--- src/assert_macros.svh ---
// assertion helpers shared by the rtl
`ifndef ASSERT_MACROS_SVH
`define ASSERT_MACROS_SVH

// property that must hold at every clock edge outside reset
`define ASSERT_ALWAYS(label, clk, rst_n, prop, msg) \
  label: assert property (@(posedge clk) disable iff (!rst_n) (prop)) else $error(msg);

// implication whose consequent is checked in the next cycle
`define ASSERT_NEXT(label, clk, rst_n, ante, cons, msg) \
  label: assert property (@(posedge clk) disable iff (!rst_n) (ante) |=> (cons)) else $error(msg);

`endif

--- src/ptt_pkg.sv ---
// ----------------------------------------------------------------------------
// ptt_pkg
// shared types and constants for the process tree table
// ----------------------------------------------------------------------------
`default_nettype none
package ptt_pkg;

  localparam int unsigned MaxSlotsDefault = 16;

  localparam logic [1:0] StatusOk     = 2'd0;
  localparam logic [1:0] StatusFull   = 2'd1;
  localparam logic [1:0] StatusRange  = 2'd2;

  localparam logic OpCreate  = 1'b0;
  localparam logic OpDestroy = 1'b1;

  // datapath commands
  typedef enum logic [3:0] {
    CmdNone    = 4'd0,
    CmdInit    = 4'd1,  // reset table entry at cursor
    CmdLoad    = 4'd2,  // latch request
    CmdScanAdv = 4'd3,  // advance create scan
    CmdLinkNew = 4'd4,  // write new slot, start chain at first child
    CmdChainAdv= 4'd5,  // follow younger sibling
    CmdAttach  = 4'd6,  // link new slot onto chain end or as first child
    CmdPushAdv = 4'd7,  // push one child of the node under walk
    CmdPop     = 4'd8,  // pop stack top, start pushing its children
    CmdFreeNode= 4'd9,  // clear popped node and count it
    CmdCfg     = 4'd10, // take new slot count
    CmdClrChild= 4'd11  // clear first child of the request process
  } cmd_e;

  typedef struct packed {
    logic init_done;
    logic idx_bad;
    logic scan_hit;
    logic scan_end;
    logic chain_end;
    logic push_end;
    logic stack_empty;
  } dp_status_t;

endpackage
`default_nettype wire

--- src/process_tree_table_unit.sv ---
// ----------------------------------------------------------------------------
// process_tree_table_unit
// process slot tree with create and destroy requests
// ----------------------------------------------------------------------------
// steps to result: bad index after the check; table full after a scan of the
// slots in use; create scans slots before the free one, then older siblings
// destroy: per freed descendant a push, pop, child scan end and clear
// one request at a time; the next is taken the cycle after the result while
// out_stall_i holds no result; reset and every config write run a sweep
// that rebuilds the table; during the sweep no request is taken
`default_nettype none
`include "assert_macros.svh"
module process_tree_table_unit #(
  parameter int unsigned MaxSlots = ptt_pkg::MaxSlotsDefault
) (
  input  wire logic       clk_i,
  input  wire logic       rst_ni,
  // request channel
  input  wire logic       in_valid_i,
  output logic            in_stall_o,
  input  wire logic       op_i,
  input  wire logic [3:0] process_index_i,
  // result channel
  output logic            out_valid_o,
  input  wire logic       out_stall_i,
  output logic [1:0]      status_o,
  output logic [3:0]      new_slot_o,
  output logic [3:0]      removed_count_o,
  // slot count register
  input  wire logic       cfg_valid_i,
  output logic            cfg_ready_o,
  input  wire logic [4:0] cfg_data_i
);
  ptt_pkg::dp_status_t dp_status;
  ptt_pkg::cmd_e       cmd;
  ptt_pkg::cmd_e       cmd_dp;
  logic                done;
  logic [1:0]          ctl_status;
  logic                kill;
  logic                core_stall;
  logic                op_lat;
  logic [3:0]          dp_new_slot;
  logic [3:0]          dp_removed;

  // result register: block waits while a result is still held
  logic       out_valid_q;
  logic [1:0] status_q;
  logic [3:0] new_slot_q;
  logic [3:0] removed_q;
  logic       hold;

  assign hold       = out_valid_q && out_stall_i;
  assign in_stall_o = core_stall || hold;

  // kill marks the end of the request's own child push, the cycle in
  // which the controller clears its first child
  assign cmd_dp = cmd;

  ptt_controller u_ctl (
    .clk_i       (clk_i),
    .rst_ni      (rst_ni),
    .in_valid_i  (in_valid_i && !hold),
    .in_stall_o  (core_stall),
    .op_i        (op_lat),
    .cfg_valid_i (cfg_valid_i),
    .cfg_ready_o (cfg_ready_o),
    .dp_i        (dp_status),
    .cmd_o       (cmd),
    .done_o      (done),
    .status_o    (ctl_status),
    .kill_o      (kill)
  );

  ptt_datapath #(.MaxSlots(MaxSlots)) u_dp (
    .clk_i           (clk_i),
    .rst_ni          (rst_ni),
    .cmd_i           (cmd_dp),
    .op_i            (op_i),
    .process_index_i (process_index_i),
    .cfg_data_i      (cfg_data_i),
    .status_o        (dp_status),
    .op_o            (op_lat),
    .new_slot_o      (dp_new_slot),
    .removed_count_o (dp_removed)
  );

  // kill pulse of the previous cycle, one clear per destroy
  logic kill_q;
  always_ff @(posedge clk_i or negedge rst_ni) begin
    if (!rst_ni) kill_q <= 1'b0;
    else         kill_q <= kill;
  end

  always_ff @(posedge clk_i or negedge rst_ni) begin
    if (!rst_ni) begin
      out_valid_q <= 1'b0;
    end else if (done) begin
      out_valid_q <= 1'b1;
    end else if (!out_stall_i) begin
      out_valid_q <= 1'b0;
    end
  end

  always_ff @(posedge clk_i) begin
    if (done) begin
      status_q   <= ctl_status;
      new_slot_q <= (ctl_status == ptt_pkg::StatusOk && op_lat == ptt_pkg::OpCreate) ?
                    dp_new_slot : 4'd0;
      removed_q  <= (ctl_status == ptt_pkg::StatusOk && op_lat == ptt_pkg::OpDestroy) ?
                    dp_removed : 4'd0;
    end
  end

  assign out_valid_o     = out_valid_q;
  assign status_o        = status_q;
  assign new_slot_o      = new_slot_q;
  assign removed_count_o = removed_q;

  `ASSERT_ALWAYS(a_no_drop, clk_i, rst_ni, !(done && hold), "result overwritten while held")
  `ASSERT_ALWAYS(a_cfg_idle, clk_i, rst_ni, !(cfg_ready_o && core_stall && !cfg_valid_i), "cfg ready while busy")
  `ASSERT_NEXT(a_done_valid, clk_i, rst_ni, done, out_valid_o, "done without result")
  `ASSERT_ALWAYS(a_kill_once, clk_i, rst_ni, !(kill && kill_q), "double first-child clear")
endmodule
`default_nettype wire

--- src/ptt_datapath.sv ---
// ----------------------------------------------------------------------------
// ptt_datapath
// link tables, walk stack and counters of the process tree table
// ----------------------------------------------------------------------------
`default_nettype none
module ptt_datapath #(
  parameter int unsigned MaxSlots = ptt_pkg::MaxSlotsDefault
) (
  input  wire logic              clk_i,
  input  wire logic              rst_ni,
  input  wire ptt_pkg::cmd_e     cmd_i,
  input  wire logic              op_i,
  input  wire logic [3:0]        process_index_i,
  input  wire logic [4:0]        cfg_data_i,
  output ptt_pkg::dp_status_t    status_o,
  output logic                   op_o,
  output logic [3:0]             new_slot_o,
  output logic [3:0]             removed_count_o
);
  localparam int unsigned IW = (MaxSlots > 1) ? $clog2(MaxSlots) : 1;
  localparam int unsigned CW = IW + 1;
  localparam logic [IW:0] NoLink = {(IW+1){1'b1}};

  logic [IW:0] parent_q [MaxSlots];
  logic [IW:0] child_q  [MaxSlots];
  logic [IW:0] older_q  [MaxSlots];
  logic [IW:0] younger_q[MaxSlots];
  logic [IW-1:0] stack_q [MaxSlots];

  logic [CW-1:0] slots_q;
  logic [CW-1:0] cur_q;    // scan / init cursor
  logic [CW-1:0] top_q;    // stack fill
  logic [IW:0]   walk_q;   // link being followed
  logic [IW-1:0] node_q;   // popped node
  logic [IW-1:0] pidx_q;
  logic          idx_far_q; // index beyond slots in use
  logic [IW-1:0] new_q;
  logic [CW-1:0] guard_q;
  logic [4:0]    count_q;
  logic          op_q;

  logic [CW-1:0] top_dec;
  logic          walk_ok;

  assign top_dec = top_q - 1'b1;
  assign walk_ok = !walk_q[IW];

  always_comb begin
    status_o.init_done   = (cur_q == CW'(MaxSlots - 1));
    status_o.idx_bad     = idx_far_q || (parent_q[pidx_q] == NoLink);
    status_o.scan_end    = (cur_q >= slots_q);
    status_o.scan_hit    = !status_o.scan_end &&
                           (parent_q[cur_q[IW-1:0]] == NoLink);
    status_o.chain_end   = !walk_ok || younger_q[walk_q[IW-1:0]][IW] ||
                           (guard_q >= CW'(MaxSlots));
    status_o.push_end    = !walk_ok || (guard_q >= CW'(MaxSlots)) ||
                           (top_q >= CW'(MaxSlots));
    status_o.stack_empty = (top_q == '0);
  end

  always_ff @(posedge clk_i or negedge rst_ni) begin
    if (!rst_ni) begin
      slots_q <= CW'(MaxSlots);
      cur_q   <= '0;
      top_q   <= '0;
      count_q <= '0;
      op_q    <= 1'b0;
    end else begin
      case (cmd_i)
        ptt_pkg::CmdCfg: begin
          if (cfg_data_i == 5'd0) slots_q <= CW'(1);
          else if (32'(cfg_data_i) > MaxSlots) slots_q <= CW'(MaxSlots);
          else slots_q <= CW'(cfg_data_i);
          cur_q <= '0;
        end
        ptt_pkg::CmdInit: begin
          if (cur_q != CW'(MaxSlots - 1)) cur_q <= cur_q + 1'b1;
        end
        ptt_pkg::CmdLoad: begin
          cur_q   <= '0;
          top_q   <= '0;
          count_q <= '0;
          op_q    <= op_i;
        end
        ptt_pkg::CmdScanAdv: cur_q <= cur_q + 1'b1;
        ptt_pkg::CmdPushAdv: top_q <= top_q + 1'b1;
        ptt_pkg::CmdPop:     top_q <= top_dec;
        ptt_pkg::CmdFreeNode: if (count_q != 5'd31) count_q <= count_q + 1'b1;
        default: ;
      endcase
    end
  end

  // payload and tables, no reset: the init sweep writes the link tables
  always_ff @(posedge clk_i) begin
    case (cmd_i)
      ptt_pkg::CmdCfg: ;
      ptt_pkg::CmdInit: begin
        parent_q [cur_q[IW-1:0]] <= (cur_q == '0) ? '0 : NoLink;
        child_q  [cur_q[IW-1:0]] <= NoLink;
        older_q  [cur_q[IW-1:0]] <= NoLink;
        younger_q[cur_q[IW-1:0]] <= NoLink;
      end
      ptt_pkg::CmdLoad: begin
        pidx_q    <= IW'(process_index_i);
        idx_far_q <= (32'(process_index_i) >= 32'(slots_q)) ||
                     (32'(process_index_i) >= MaxSlots);
        walk_q    <= child_q[IW'(process_index_i)];
        guard_q   <= '0;
      end
      ptt_pkg::CmdLinkNew: begin
        new_q <= cur_q[IW-1:0];
        parent_q [cur_q[IW-1:0]] <= {1'b0, pidx_q};
        child_q  [cur_q[IW-1:0]] <= NoLink;
        older_q  [cur_q[IW-1:0]] <= NoLink;
        younger_q[cur_q[IW-1:0]] <= NoLink;
        walk_q  <= child_q[pidx_q];
        guard_q <= '0;
      end
      ptt_pkg::CmdChainAdv: begin
        walk_q  <= younger_q[walk_q[IW-1:0]];
        guard_q <= guard_q + 1'b1;
      end
      ptt_pkg::CmdAttach: begin
        if (walk_ok) begin
          younger_q[walk_q[IW-1:0]] <= {1'b0, new_q};
          older_q[new_q] <= walk_q;
        end else begin
          child_q[pidx_q] <= {1'b0, new_q};
        end
      end
      ptt_pkg::CmdPushAdv: begin
        stack_q[top_q[IW-1:0]] <= walk_q[IW-1:0];
        walk_q  <= younger_q[walk_q[IW-1:0]];
        guard_q <= guard_q + 1'b1;
      end
      ptt_pkg::CmdPop: begin
        node_q  <= stack_q[top_dec[IW-1:0]];
        walk_q  <= child_q[stack_q[top_dec[IW-1:0]]];
        guard_q <= '0;
      end
      ptt_pkg::CmdFreeNode: begin
        parent_q [node_q] <= NoLink;
        child_q  [node_q] <= NoLink;
        older_q  [node_q] <= NoLink;
        younger_q[node_q] <= NoLink;
      end
      // children of the destroyed process are all pushed
      ptt_pkg::CmdClrChild: child_q[pidx_q] <= NoLink;
      default: ;
    endcase
  end

  assign op_o            = op_q;
  assign new_slot_o      = 4'(new_q);
  assign removed_count_o = (count_q > 5'd15) ? 4'd15 : count_q[3:0];
endmodule
`default_nettype wire

--- src/ptt_controller.sv ---
// ----------------------------------------------------------------------------
// ptt_controller
// sequencer for create and destroy requests
// ----------------------------------------------------------------------------
`default_nettype none
module ptt_controller (
  input  wire logic                 clk_i,
  input  wire logic                 rst_ni,
  input  wire logic                 in_valid_i,
  output logic                      in_stall_o,
  input  wire logic                 op_i,
  input  wire logic                 cfg_valid_i,
  output logic                      cfg_ready_o,
  input  wire ptt_pkg::dp_status_t  dp_i,
  output ptt_pkg::cmd_e             cmd_o,
  output logic                      done_o,
  output logic [1:0]                status_o,
  output logic                      kill_o
);
  typedef enum logic [7:0] {
    StInit  = 8'b0000_0001,
    StIdle  = 8'b0000_0010,
    StCheck = 8'b0000_0100,
    StScan  = 8'b0000_1000,
    StChain = 8'b0001_0000,
    StPush  = 8'b0010_0000,
    StWalk  = 8'b0100_0000,
    StFree  = 8'b1000_0000
  } state_e;

  state_e state_q, state_d;
  logic   root_q, root_d;   // still pushing children of the request process

  // a config write wins over a request in the same cycle
  assign in_stall_o  = (state_q != StIdle) || cfg_valid_i;
  assign cfg_ready_o = (state_q == StIdle);

  always_comb begin
    state_d  = state_q;
    root_d   = root_q;
    cmd_o    = ptt_pkg::CmdNone;
    done_o   = 1'b0;
    status_o = ptt_pkg::StatusOk;
    kill_o   = 1'b0;
    case (state_q)
      StInit: begin
        cmd_o = ptt_pkg::CmdInit;
        if (dp_i.init_done) state_d = StIdle;
      end
      StIdle: begin
        if (cfg_valid_i) begin
          cmd_o   = ptt_pkg::CmdCfg;
          state_d = StInit;
        end else if (in_valid_i) begin
          cmd_o = ptt_pkg::CmdLoad;
          state_d = StCheck;
        end
      end
      StCheck: begin
        if (dp_i.idx_bad) begin
          done_o = 1'b1; status_o = ptt_pkg::StatusRange; state_d = StIdle;
        end else if (op_i == ptt_pkg::OpCreate) begin
          state_d = StScan;
        end else begin
          root_d = 1'b1; state_d = StPush;
        end
      end
      StScan: begin
        if (dp_i.scan_end) begin
          done_o = 1'b1; status_o = ptt_pkg::StatusFull; state_d = StIdle;
        end else if (dp_i.scan_hit) begin
          cmd_o = ptt_pkg::CmdLinkNew; state_d = StChain;
        end else begin
          cmd_o = ptt_pkg::CmdScanAdv;
        end
      end
      StChain: begin
        if (dp_i.chain_end) begin
          cmd_o = ptt_pkg::CmdAttach; done_o = 1'b1; state_d = StIdle;
        end else begin
          cmd_o = ptt_pkg::CmdChainAdv;
        end
      end
      StPush: begin
        if (dp_i.push_end) begin
          if (root_q) begin
            kill_o = 1'b1;
            cmd_o  = ptt_pkg::CmdClrChild;
          end
          root_d = 1'b0;
          state_d = root_q ? StWalk : StFree;
        end else begin
          cmd_o = ptt_pkg::CmdPushAdv;
        end
      end
      StFree: begin
        cmd_o = ptt_pkg::CmdFreeNode; state_d = StWalk;
      end
      StWalk: begin
        if (dp_i.stack_empty) begin
          done_o = 1'b1; state_d = StIdle;
        end else begin
          cmd_o = ptt_pkg::CmdPop; state_d = StPush;
        end
      end
      default: state_d = StInit;
    endcase
  end

  always_ff @(posedge clk_i or negedge rst_ni) begin
    if (!rst_ni) begin
      state_q <= StInit;
      root_q  <= 1'b0;
    end else begin
      state_q <= state_d;
      root_q  <= root_d;
    end
  end
endmodule
`default_nettype wire
--- config.mk ---
export PLATFORM = sky130hd
export DESIGN_NAME = process_tree_table_unit
export DESIGN_NICKNAME = d
export VERILOG_FILES = /design/src/ptt_pkg.sv /design/src/process_tree_table_unit.sv /design/src/ptt_datapath.sv /design/src/ptt_controller.sv
export VERILOG_INCLUDE_DIRS = /design/src /design/src/src
export SDC_FILE = /design/constraint.sdc
export NUM_CORES = 1
export LEC_CHECK = 0
export BUFFER_PORTS_ARGS = -buffer_cell sky130_fd_sc_hd__buf_4
export CORE_ASPECT_RATIO = 1.25
export CORE_MARGIN = 2
export CORE_UTILIZATION = 48
export DETAILED_ROUTE_END_ITERATION = 8
export SYNTH_ARGS = -nofsm -noshare
export SYNTH_HDL_FRONTEND = slang
export SYNTH_SLANG_ARGS = --single-unit
--- constraint.sdc ---
create_clock -name clk_i -period 4.3 [get_ports clk_i]
set_input_delay 1.29 -clock clk_i [delete_from_list [all_inputs] [get_ports clk_i]]
set_output_delay 1.29 -clock clk_i [all_outputs]
set_load 0.01 [all_outputs]
==> qor.csv, run 1 <==
stage;metric;value;unit
cells_and_area;antenna_cells;0;
sta;slew_violations;0;
global_routing;gr-usage-all-layers;22.8;%
clocking;cts_tree;done;
sta;fmax;0.268;GHz
sta;finalCritPeriodShare;86.8;%
cells_and_area;final_nets;1215;
synth;syn_inst;1127;
floorplan;rows;77;
global_routing;grt_pass1_wl;63900;um
sta;slew_headroom;37.7;%
flow_run;drv_cap;0;
cells_and_area;area_delta_synth_final;11.9;%
placed_design;hpwl;29600;um
global_routing;antenna_found_initial;0;
synth;async_flop_share;8.24;%
clocking;htree_levels;2;
power_and_ir_drop;leakage;6.25;nW
floorplan;start_util;48.8;%
power_and_ir_drop;powerDensity;608;nW/um^2
cells_and_area;fillerInstances;2888;
sta;worstMarginPinSlew;0.925;ns
global_routing;grt_max_degree;33;
clocking;cts_resized;0;
synth;ys_ff_latch;376;
clocking;clkTransAtPathRegs;0.06;ns
floorplan;die_h;216;um
sta;setup_violations;0;
critical_path;crit_required;4.70;ns
clocking;cts_buffer_depth;3;
power_and_ir_drop;peakVddDrop;0.000428;V
synth;syn_area;17300;sq um
placed_design;port_buffers;27;
placed_design;place.gp.congestion;0.919;
synth;ys_seq_area_share;63.9;%
hold_path;hp-class;flip-flop to flip-flop;
power_and_ir_drop;switchingPower;3.80;mW
drt;vias;10078;
critical_path;cp_max_fo;29;
clocking;post-cts-setup-buffer-count;0;
sta;setup-tns-final;0;ns
floorplan;fp.dieArea;37600;sq um
sta;hold_violations;0;
floorplan;core_area;35500;sq um
synth;synth_nets;1164;
global_routing;grt_overflow;0;
power_and_ir_drop;p_int;7.98;mW
sta;rsz0062_at_grt;no;
clocking;clk_latency;0.53;ns
critical_path;critPathKind;flip-flop to flip-flop;
drt;routed_wl;42000;um
power_and_ir_drop;seqPwrFrac;39.4;%
synth;synth_area_per_cell;15.4;sq um
clocking;cts_root_buf;clkbuf_16;
sta;holdWs;0.518;ns
clocking;ctsHoldBuffers;0;
power_and_ir_drop;clkPwrFrac;29.7;%
drt;drtIter0Drc;961;
outcome;status;complete, no violations;
clocking;cts_buffers;39;
critical_path;cp-start-kind;flip-flop;
power_and_ir_drop;pwr-share-comb;31.0;%
synth;yosys_warnings;0;
clocking;cts_sinks;376;
global_routing;grt_pass1_vias;10214;
synth;yosysUniqueCellTypes;76;
synth;ys.flop_type;edfxtp_1;
sta;min_period;3.73;ns
power_and_ir_drop;netSwitchingFraction;32.2;%
drt;ant_nets;0;
floorplan;die_x;174;um
drt;viasPerCell;6.01;
drt;drc;0;
floorplan;ios;28;
synth;synth_edf_count;337;
drt;firstDrtPassIters;5;
sta;clock-skew-final;0.0134;ns
critical_path;worstSetupEndpointType;flip-flop;
critical_path;cp.arrival;4.14;ns
drt;routedWlPerCell;25.1;um
cells_and_area;drive_above_1_share;20.0;%
flip-flops by register name, indices dropped and copies added, names as in the netlist, 2 cells and up, named ones only:
register,cells
u_ctl.state_q,8
status_o,2
u_dp.node_q,4
u_dp.top_q,5
u_dp.pidx_q,4
removed_count_o,4
u_dp.walk_q,5
u_dp.guard_q,5
u_dp.cur_q,5
u_dp.slots_q,5
u_dp.stack_q,64
u_dp.parent_q,80
u_dp.new_slot_o,4
u_dp.child_q,80
u_dp.count_q,5
u_dp.younger_q,80
new_slot_o,4
logic make-up after synthesis:
family,Yosys count,share of synthesized area [%]
DFF,376,63.9
and+or+nand+nor,344,9.90
AOI/OAI and AO/OA,158,6.28
muxes,146,15.8
buffers and inverters,74,2.18
adders and majority gates,22,1.59
xor gates and xnor gates,7,0.354
placed cells by master (no fill, tap or decap), types with 13 or more instances in the layout:
| cell type | count |
|---|---|
| nand2_1 | 74 |
| clkbuf_16 | 39 |
| or2_2 | 15 |
| nand3b_1 | 13 |
| o21ai_0 | 33 |
| nor2_1 | 109 |
| mux2i_1 | 42 |
| nand3_1 | 32 |
| a21o_1 | 13 |
| buf_4 | 57 |
| a21oi_1 | 26 |
| edfxtp_1 | 337 |
| and3_1 | 14 |
| nand2b_1 | 14 |
| inv_1 | 25 |
| mux4_2 | 88 |
| dfrtp_1 | 29 |
| ha_1 | 22 |
| nor3_1 | 18 |
path summary, 6_finish.rpt:
check / startpoint / cells past startpoint / slack (ns) / end
max: u_dp.top_q[1] / 10 / 0.57 / u_dp.walk_q[3]
min in group asynchronous: rst_ni / 1 / 0.72 / u_dp.top_q[0]
max reg2reg: u_dp.top_q[1] / 10 / 0.57 / u_dp.walk_q[3]
min reg2reg: u_dp.top_q[0] / 1 / 0.52 / u_dp.top_q[0]
max in group asynchronous: rst_ni / 1 / 3.24 / u_ctl.state_q[0]
min: u_dp.top_q[0] / 1 / 0.52 / u_dp.top_q[0]
layout make-up:
cell class                 count  area (sq um)  area share (%)
multi-input combinational    677          5870            30.3
clock inverter                21           310            1.60
inverter                      27           101           0.523
sequential                   376         11100            57.1
timing repair buffer          57           428            2.21
tap                          474           593            3.06
clock buffer                  45           998            5.16
stage by stage:
| step | std cells | worst slack [ns] | instance area (sq um) | total power, mW | utilization [%] |
|---|---|---|---|---|---|
| floorplan | 1127 | 0.735 | 17300 | 7.44 | - |
| global placement | 1611 | 0.613 | 18100 | 8.31 | 50.9 |
| detailed placement | 1611 | 0.588 | 18100 | 8.37 | 50.9 |
| CTS | 1677 | 0.580 | 19400 | 11.9 | 54.6 |
| global route | 1677 | 0.383 | 19400 | 12.3 | 54.6 |
| finish | 1677 | 0.566 | 19400 | 11.8 | 54.6 |
synthesized netlist by cell type, drive strengths merged (5+ instances only):
cell,count,area (sq um)
dfxtp,8,160
mux2,6,67.6
nor2b,8,50.1
edfxtp,337,10100
ha,22,275
o21ai,36,188
buf,25,191
o21a,6,45.0
a21oi,26,130
a21o,13,97.6
nand2b,14,87.6
nor2,111,427
or2,17,106
a22oi,10,75.1
and2,5,31.3
or3,5,31.3
o31ai,5,37.5
a31o,5,43.8
inv,26,97.6
mux4,98,2240
nand4,7,43.8
nor3b,10,80.1
a22o,6,52.6
and3,14,87.6
dfrtp,29,726
nor3,18,90.1
a31oi,10,62.6
mux2i,42,420
o22ai,7,43.8
clkbuf,22,83.8
nand2,74,278
nand3,33,170
nand3b,13,97.6
power by group through the flow:
| stage | Sequential [mW] | Combinational (mW) | Clock [mW] |
|---|---|---|---|
| global placement | 4.70 | 3.61 | 0 |
| global route | 4.67 | 3.94 | 3.71 |
| CTS | 4.63 | 3.68 | 3.57 |
| floorplan | 4.60 | 2.84 | 0 |
| finish | 4.64 | 3.65 | 3.50 |
| detailed placement | 4.71 | 3.66 | 0 |
per-layer routing:
metal / global-route usage, % / routed length (um)
met2: 38.6 / 21200
met1: 29.2 / 16600
met3: 3.61 / 2360
met5: 0 / 0
met4: 10.2 / 1910
critical path: stages, from the launching register on:
cell	delay (ns)
dfrtp_1	0.50
inv_1	0.15
ha_1	0.30
buf_4	0.26
mux4_2	0.34
mux4_2	0.87
mux2i_1	0.24
a221o_1	0.38
a21oi_1	0.17
a31o_1	0.23
nand3b_1	0.13
Note: power is estimated with default switching activity, not from simulation.
==> run 2: changes to the inputs <==
- ABC_AREA: default -> 1
- CELL_PAD_IN_SITES_DETAIL_PLACEMENT: default -> 0
- CELL_PAD_IN_SITES_GLOBAL_PLACEMENT: default -> 1
- PLACE_DENSITY_LB_ADDON: default -> 0.1
==> run 2 against run 1 <==
Total power rose by 12%. Combinational power rose by 36%. Critical path depth rose by 4. Clock skew rose by 0.00052 ns. Utilization fell by 1.2 points. Cell area rose by 4.7%. Cell count rose by 40%. Critical endpoint is now u_dp.child_q[8][0]. Largest cell class unchanged. Routed wire length rose by 20%. Non-clock buffer count fell by 7. Fmax rose by 7.4%. Synthesized cell count rose by 62%. Clock power rose by 3%.
==> qor.csv, run 2 <==
stage;metric;value;unit;change
clocking;cts_tree;done;;
clocking;cts_buffer_depth;3;;unchanged
synth;syn_inst;1826;;+62%
critical_path;slowest_stage;dfxtp_2;;
placed_design;port_buffers;27;;unchanged
critical_path;worstPathCellList;a21oi_1, o21ai_1, nand3_1, nand3_2, nand3_4, nand2_4, inv_2, nand2_4, nand2_4, nand2_1, nand3_1, nand2_1, nand3_1, nor2_1;;
synth;async_flop_share;8.24;%;unchanged
clocking;cts_root_buf;clkbuf_16;;
sta;setup-tns-final;0;ns;unchanged
drt;routed_wl;50400;um;+20%
floorplan;die_h;223;um;+2.9%
drt;drtIter0Drc;1152;;+20%
power_and_ir_drop;peakVddDrop;0.000604;V;+41%
sta;min_period;3.48;ns;-0.258 ns
synth;synth_edf_count;337;;unchanged
synth;ys_seq_area_share;60.3;%;-3.7 points
drt;routedWlPerCell;21.4;um;-15%
critical_path;crit_path_max_incr_delay;0.82;ns;-0.05 ns
flow_run;drv_cap;0;;unchanged
cells_and_area;drive_above_1_share;10.2;%;-9.8 points
cells_and_area;top_regs;u_dp.child_q (80), u_dp.parent_q (80), u_dp.younger_q (80);;
clocking;htree_levels;2;;unchanged
placed_design;place.gp.congestion;0.919;;about the same
synth;ys_ff_latch;376;;unchanged
sta;hold_violations;0;;unchanged
clocking;clk_latency;0.55;ns;+0.02 ns
sta;setup_violations;0;;unchanged
synth;synth.most_common_cell;edfxtp_1;;
critical_path;worstSetupEndpointType;flip-flop;;
global_routing;grt_max_degree;63;;+91%
clocking;clkTransAtPathRegs;0.06;ns;about the same
placed_design;hpwl;35300;um;+19%
clocking;post-cts-setup-buffer-count;0;;unchanged
critical_path;cp-start-kind;flip-flop;;
cells_and_area;layout.cells.most_common;edfxtp_1;;
synth;synth_area_per_cell;10.1;sq um;-35%
synth;syn_area;18400;sq um;+6.1%
drt;vias;13399;;+33%
drt;ant_nets;0;;unchanged
hold_path;hp-class;flip-flop to flip-flop;;
synth;yosys-top-cells-area;edfxtp_1 55%, nand2_1 6.5%, nand3_1 4.9%;;
cells_and_area;area_delta_synth_final;10.5;%;
sta;fmax;0.288;GHz;+7.4%
floorplan;rows;80;;+3.9%
sta;holdWs;0.484;ns;-0.0343 ns
floorplan;ios;28;;unchanged
synth;yosys_warnings;0;;unchanged
floorplan;core_area;37900;sq um;+7.0%
critical_path;cp_top_family;simple AND/OR/NAND/NOR gates;;
outcome;status;complete, no violations;;
clocking;cts_buffers;38;;-2.6%
floorplan;die_x;179;um;+2.9%
cells_and_area;final_nets;1873;;+54%
drt;firstDrtPassIters;6;;+1
drt;drc;0;;unchanged
critical_path;cp_max_fo;41;;+41%
floorplan;start_util;48.4;%;-0.43 points
global_routing;antenna_found_initial;0;;unchanged
global_routing;grt_overflow;0;;unchanged
power_and_ir_drop;leakage;7.53;nW;+21%
sta;slew_headroom;29.2;%;-8.4 points
sta;slew_violations;0;;unchanged
synth;synth_common_cells;337 x edfxtp_1, 320 x nand2_1, 178 x nand3_1, 176 x nor2_1;;
clocking;ctsHoldBuffers;0;;unchanged
critical_path;crit_required;4.47;ns;-0.23 ns
cells_and_area;stdcell_area;20300;sq um;+4.7%
sta;worstMarginPinSlew;1.05;ns;+0.125 ns
clocking;cts_resized;0;;unchanged
drt;viasPerCell;5.69;;-5.3%
synth;synth_top_area_cell;edfxtp_1;;
critical_path;cp.arrival;3.65;ns;-0.49 ns
synth;synth.top_cell.area_share;55.1;%;-3.3 points
synth;ys.flop_type;edfxtp_1;;
global_routing;grt_pass1_wl;77000;um;+21%
cells_and_area;final_cell_mix;337 x edfxtp_1, 320 x nand2_1, 178 x nand3_1;;
global_routing;gr-usage-all-layers;25.5;%;+2.7 points
critical_path;critPathKind;flip-flop to flip-flop;;
cells_and_area;antenna_cells;0;;unchanged
critical_path;critPathBufInv;1;;-1
global_routing;grt_pass1_vias;13240;;+30%
sta;finalCritPeriodShare;80.8;%;-6.0 points
synth;yosysUniqueCellTypes;59;;-22%
sta;clock-skew-final;0.0139;ns;+0.000517 ns
placed_design;dpl_cell_area;18900;sq um;+4.8%
clocking;cts_sinks;376;;unchanged
floorplan;fp.dieArea;39800;sq um;+5.9%
sta;rsz0062_at_grt;no;;
power_and_ir_drop;powerDensity;649;nW/um^2;+6.7%
synth;synth_nets;1863;;+60%
==> run 2: changes by cell type in the layout (fill, tap and decap cells not counted), sizes merged, moves of 43 or more <==
| cell | before | now |
|---|---|---|
| o211ai | 4 | 47 |
| inv | 27 | 189 |
| a21oi | 26 | 99 |
| mux4 | 98 | 0 |
| nand3 | 33 | 192 |
| nor2 | 111 | 185 |
| nand2 | 74 | 326 |
| o21ai | 36 | 181 |
==> run 2: where the power goes <==
| part | switching (mW) | leakage, nW | internal [mW] | total [mW] |
|---|---|---|---|---|
| registers | 0.197 | 2.93 | 4.37 | 4.56 |
| logic | 3.50 | 3.95 | 1.48 | 4.98 |
| clock network | 1.42 | 0.652 | 2.20 | 3.62 |
| total | 5.11 | 7.53 | 8.05 | 13.2 |
==> run 2: worst paths after layout <==
check                        startpoint                 end  slack [ns]  depth (start not counted)
min in group asynchronous        rst_ni     u_dp.slots_q[1]        0.69                          1
max reg2reg                   flip-flop  u_dp.child_q[8][0]        0.82                         14
min                        u_ctl.root_q    u_ctl.state_q[7]        0.48                          1
max                           flip-flop  u_dp.child_q[8][0]        0.82                         14
min reg2reg                u_ctl.root_q    u_ctl.state_q[7]        0.48                          1
max in group asynchronous        rst_ni    u_ctl.state_q[0]        3.25                          1
==> run 2: cell families (layout without fill, tap and decap cells) <==
kind of cell,Yosys count,in the layout,share of synthesized area [%]
and+or+nand+nor,749,749,18.6
AOI/OAI and AO/OA,385,385,12.0
DFF,376,376,60.3
buffers and inverters,270,307,6.31
adders and majority gates,22,22,1.50
muxes,16,16,0.900
xor gates and xnor gates,8,8,0.423
==> run 2: worst reg2reg max path, cell delays in order (launching register included) <==
cell     delay, ns
dfxtp_2       0.82
a21oi_1       0.19
o21ai_1       0.11
nand3_1       0.11
nand3_2       0.13
nand3_4       0.11
nand2_4       0.11
inv_2         0.06
nand2_4       0.22
nand2_4       0.12
nand2_1       0.08
nand3_1       0.07
nand2_1       0.19
nand3_1       0.20
nor2_1        0.59
==> run 2: stage by stage <==
stage          std cells  setup slack (ns)  util [%]  total power [mW]
2_1_floorplan       1826              1.36         -              8.33
3_3_place_gp        2288             0.808      49.9              9.55
3_5_place_dp        2288             0.749      49.9              9.56
4_1_cts             2355             0.812      53.4              13.2
5_1_grt             2355             0.542      53.4              14.0
6_report            2355             0.824      53.4              13.2
==> run 2: metal layers <==
layer | track usage [%] | routed length [um] | up-vias
met4 | 8.52 | 1640 | 0
met5 | 0 | 0 | -
met2 | 44.9 | 25600 | 430
li1 | - | - | 6415
met1 | 32.3 | 20600 | 6457
met3 | 3.27 | 2540 | 97
==> run 2: layout make-up <==
type	instances	area [sq um]
clock buffer	45	997
clock inverter	22	354
fill	3390	17700
inverter	190	726
multi-input combinational	1180	6130
sequential	376	11100
tap	492	616
timing repair buffer	50	388
==> run 3: changes to the inputs <==
- clock period: 4.3 -> 3.5 ns (I/O delays scaled with it)
==> run 3 against run 2 <==
Combinational power increased by 31%. Fmax is 8.1% higher. Clock power is 18% higher. Sequential share of layout area decreased by 0.54 points. Critical path type unchanged. Critical endpoint is now u_dp.child_q[3][3]. Largest cell class unchanged. Highest routed layer unchanged.
==> qor.csv, run 3 (synthesis gave the netlist of run 2 again) <==
stage;metric;value;unit;change
power_and_ir_drop;peakVddDrop;0.000587;V;-2.8%
drt;firstDrtPassIters;6;;unchanged
floorplan;die_x;179;um;unchanged
clocking;ctsHoldBuffers;0;;unchanged
drt;ant_nets;0;;unchanged
sta;finalCritPeriodShare;91.9;%;+11 points
cells_and_area;final_nets;1904;;+1.7%
sta;clock-skew-final;0.0167;ns;+0.00281 ns
floorplan;fp.dieArea;39800;sq um;unchanged
clocking;cts_resized;0;;unchanged
critical_path;slowest_stage;nor2_1;;
hold_path;hp-class;input pin to asynchronous set/reset pin;;
power_and_ir_drop;power;16.3;mW;+24%
sta;worst_slack;0.284;ns;-0.540 ns
clocking;cts_tree;done;;
clocking;post-cts-setup-buffer-count;0;;unchanged
placed_design;pre_cts_ws;0.300;ns;-0.448 ns
critical_path;r2r_slack;0.28;ns;-0.54 ns
global_routing;grt_pass1_vias;13400;;+1.2%
sta;fmax;0.311;GHz;+8.1%
drt;viasPerCell;5.68;;-0.17%
placed_design;hpwl;35000;um;-1.1%
cells_and_area;area_delta_synth_final;11.6;%;
drt;drc;0;;unchanged
sta;setup-tns-final;0;ns;unchanged
power_and_ir_drop;powerDensity;797;nW/um^2;+23%
cells_and_area;final_cell_mix;337 x edfxtp_1, 320 x nand2_1, 178 x nand3_1;;
critical_path;worstSetupEndpointType;flip-flop;;
drt;vias;13563;;+1.2%
clocking;cts_sinks;376;;unchanged
outcome;status;complete, no violations;;
placed_design;dpl_cell_area;19200;sq um;+1.3%
drt;drtIter0Drc;1223;;+6.2%
placed_design;place.gp.congestion;0.933;;+1.5%
floorplan;die_h;223;um;unchanged
sta;setup_violations;0;;unchanged
clocking;htree_levels;2;;unchanged
cells_and_area;fin_cells;2388;;+1.4%
critical_path;reg2reg_from;u_dp.slots_q[4];;
global_routing;gr-usage-all-layers;25.6;%;+0.098 points
global_routing;grt_max_degree;56;;-11%
clocking;clk_latency;0.55;ns;about the same
cells_and_area;layout.cells.most_common;edfxtp_1;;
critical_path;critPathBufInv;1;;unchanged
critical_path;cp.arrival;3.39;ns;-0.26 ns
global_routing;antenna_found_initial;0;;unchanged
critical_path;worstPathCellList;inv_1, ha_1, a21oi_1, o21a_1, nand3_1, nor2_1, nand3_2, nand3_2, or2_1, nand3_1, nor2_1;;
sta;worstMarginPinSlew;0.901;ns;-0.149 ns
critical_path;crit_required;3.67;ns;-0.80 ns
cells_and_area;antenna_cells;0;;unchanged
floorplan;core_area;37900;sq um;unchanged
clocking;cts_buffers;39;;+2.6%
cells_and_area;stdcell_area;20500;sq um;+1.0%
clocking;clkTransAtPathRegs;0.06;ns;about the same
sta;slew_headroom;39.9;%;+11 points
critical_path;critPathKind;flip-flop to flip-flop;;
floorplan;start_util;48.4;%;unchanged
flow_run;drv_cap;0;;unchanged
cells_and_area;top_regs;u_dp.child_q (80), u_dp.parent_q (80), u_dp.younger_q (80);;
critical_path;cp_top_family;simple AND/OR/NAND/NOR gates;;
global_routing;grt_pass1_wl;77600;um;+0.73%
drt;routedWlPerCell;20.9;um;-2.1%
clocking;cts_buffer_depth;3;;unchanged
drt;routed_wl;50000;um;-0.75%
sta;min_period;3.22;ns;-0.260 ns
clocking;cts_root_buf;clkbuf_16;;
power_and_ir_drop;leakage;7.66;nW;+1.8%
sta;slew_violations;0;;unchanged
critical_path;crit_path_max_incr_delay;0.54;ns;-0.28 ns
global_routing;grt_overflow;0;;unchanged
sta;hold_violations;0;;unchanged
critical_path;r2r_end;u_dp.child_q[3][3];;
critical_path;cp_max_fo;7;;-83%
placed_design;port_buffers;27;;unchanged
cells_and_area;drive_above_1_share;11.7;%;+1.5 points
critical_path;r2r_cells;11;;-3
placed_design;placed_cells;2318;;+1.3%
cells_and_area;utilization;54.0;%;+0.53 points
sta;holdWs;0.438;ns;-0.0459 ns
floorplan;ios;28;;unchanged
sta;rsz0062_at_grt;no;;
floorplan;rows;80;;unchanged
critical_path;cp-start-kind;flip-flop;;
run 3: cell types whose count changed in the layout (fill, tap and decap cells not counted), moves of 3 or more:
| cell | change |
|---|---|
| buf_4 | +29 |
| clkinv_1 | +5 |
| bufinv_16 | -4 |
| clkbuf_1 | -3 |
| clkbuf_16 | +3 |
run 3: area by class of cell:
type / count / area [sq um]
well taps: 492 / 616
repair buffers: 80 / 626
multi-input cells: 1180 / 6130
clock inverters: 27 / 283
fillers: 3428 / 17500
inverters: 190 / 726
clock buffers: 43 / 1030
flip-flops and latches: 376 / 11100
run 3: worst reg2reg max path, delay by kind of cell, from the launching register on:
| kind | cells | cell delay, ns |
|---|---|---|
| AOI/OAI and AO/OA | 2 | 0.29 |
| and+or+nand+nor | 7 | 1.68 |
| adders and majority gates | 1 | 0.31 |
| buffers and inverters | 1 | 0.05 |
| DFF | 1 | 0.53 |
run 3: metal layers:
metal | GRT usage [%] | share of wire [%]
met4 | 8.29 | 2.8
met1 | 33.8 | 42
met5 | 0 | 0
met3 | 3.10 | 5.5
met2 | 43.9 | 50
run 3: how the worst max path moves through the flow:
| stage | startpoint | end | slack, ns | cells past startpoint |
|---|---|---|---|---|
| 3_3_place_gp | flip-flop | u_dp.child_q[3][0] | 0.33 | 14 |
| 4_1_cts | u_dp.slots_q[4] | u_dp.child_q[5][2] | 0.27 | 11 |
| 2_1_floorplan | u_dp.top_q[0] | u_dp.walk_q[3] | 0.64 | 18 |
| 6_report | u_dp.slots_q[4] | u_dp.child_q[3][3] | 0.28 | 11 |
| 3_5_place_dp | u_dp.slots_q[4] | u_dp.child_q[5][3] | 0.30 | 11 |
| 5_1_grt | u_ctl.state_q[5] | u_dp.child_q[3][3] | 0.008 | 12 |
run 3: power breakdown:
group	switching (mW)	internal (mW)
registers	0.191	5.36
clock network	1.75	2.51
logic	4.55	1.96
total	6.49	9.83
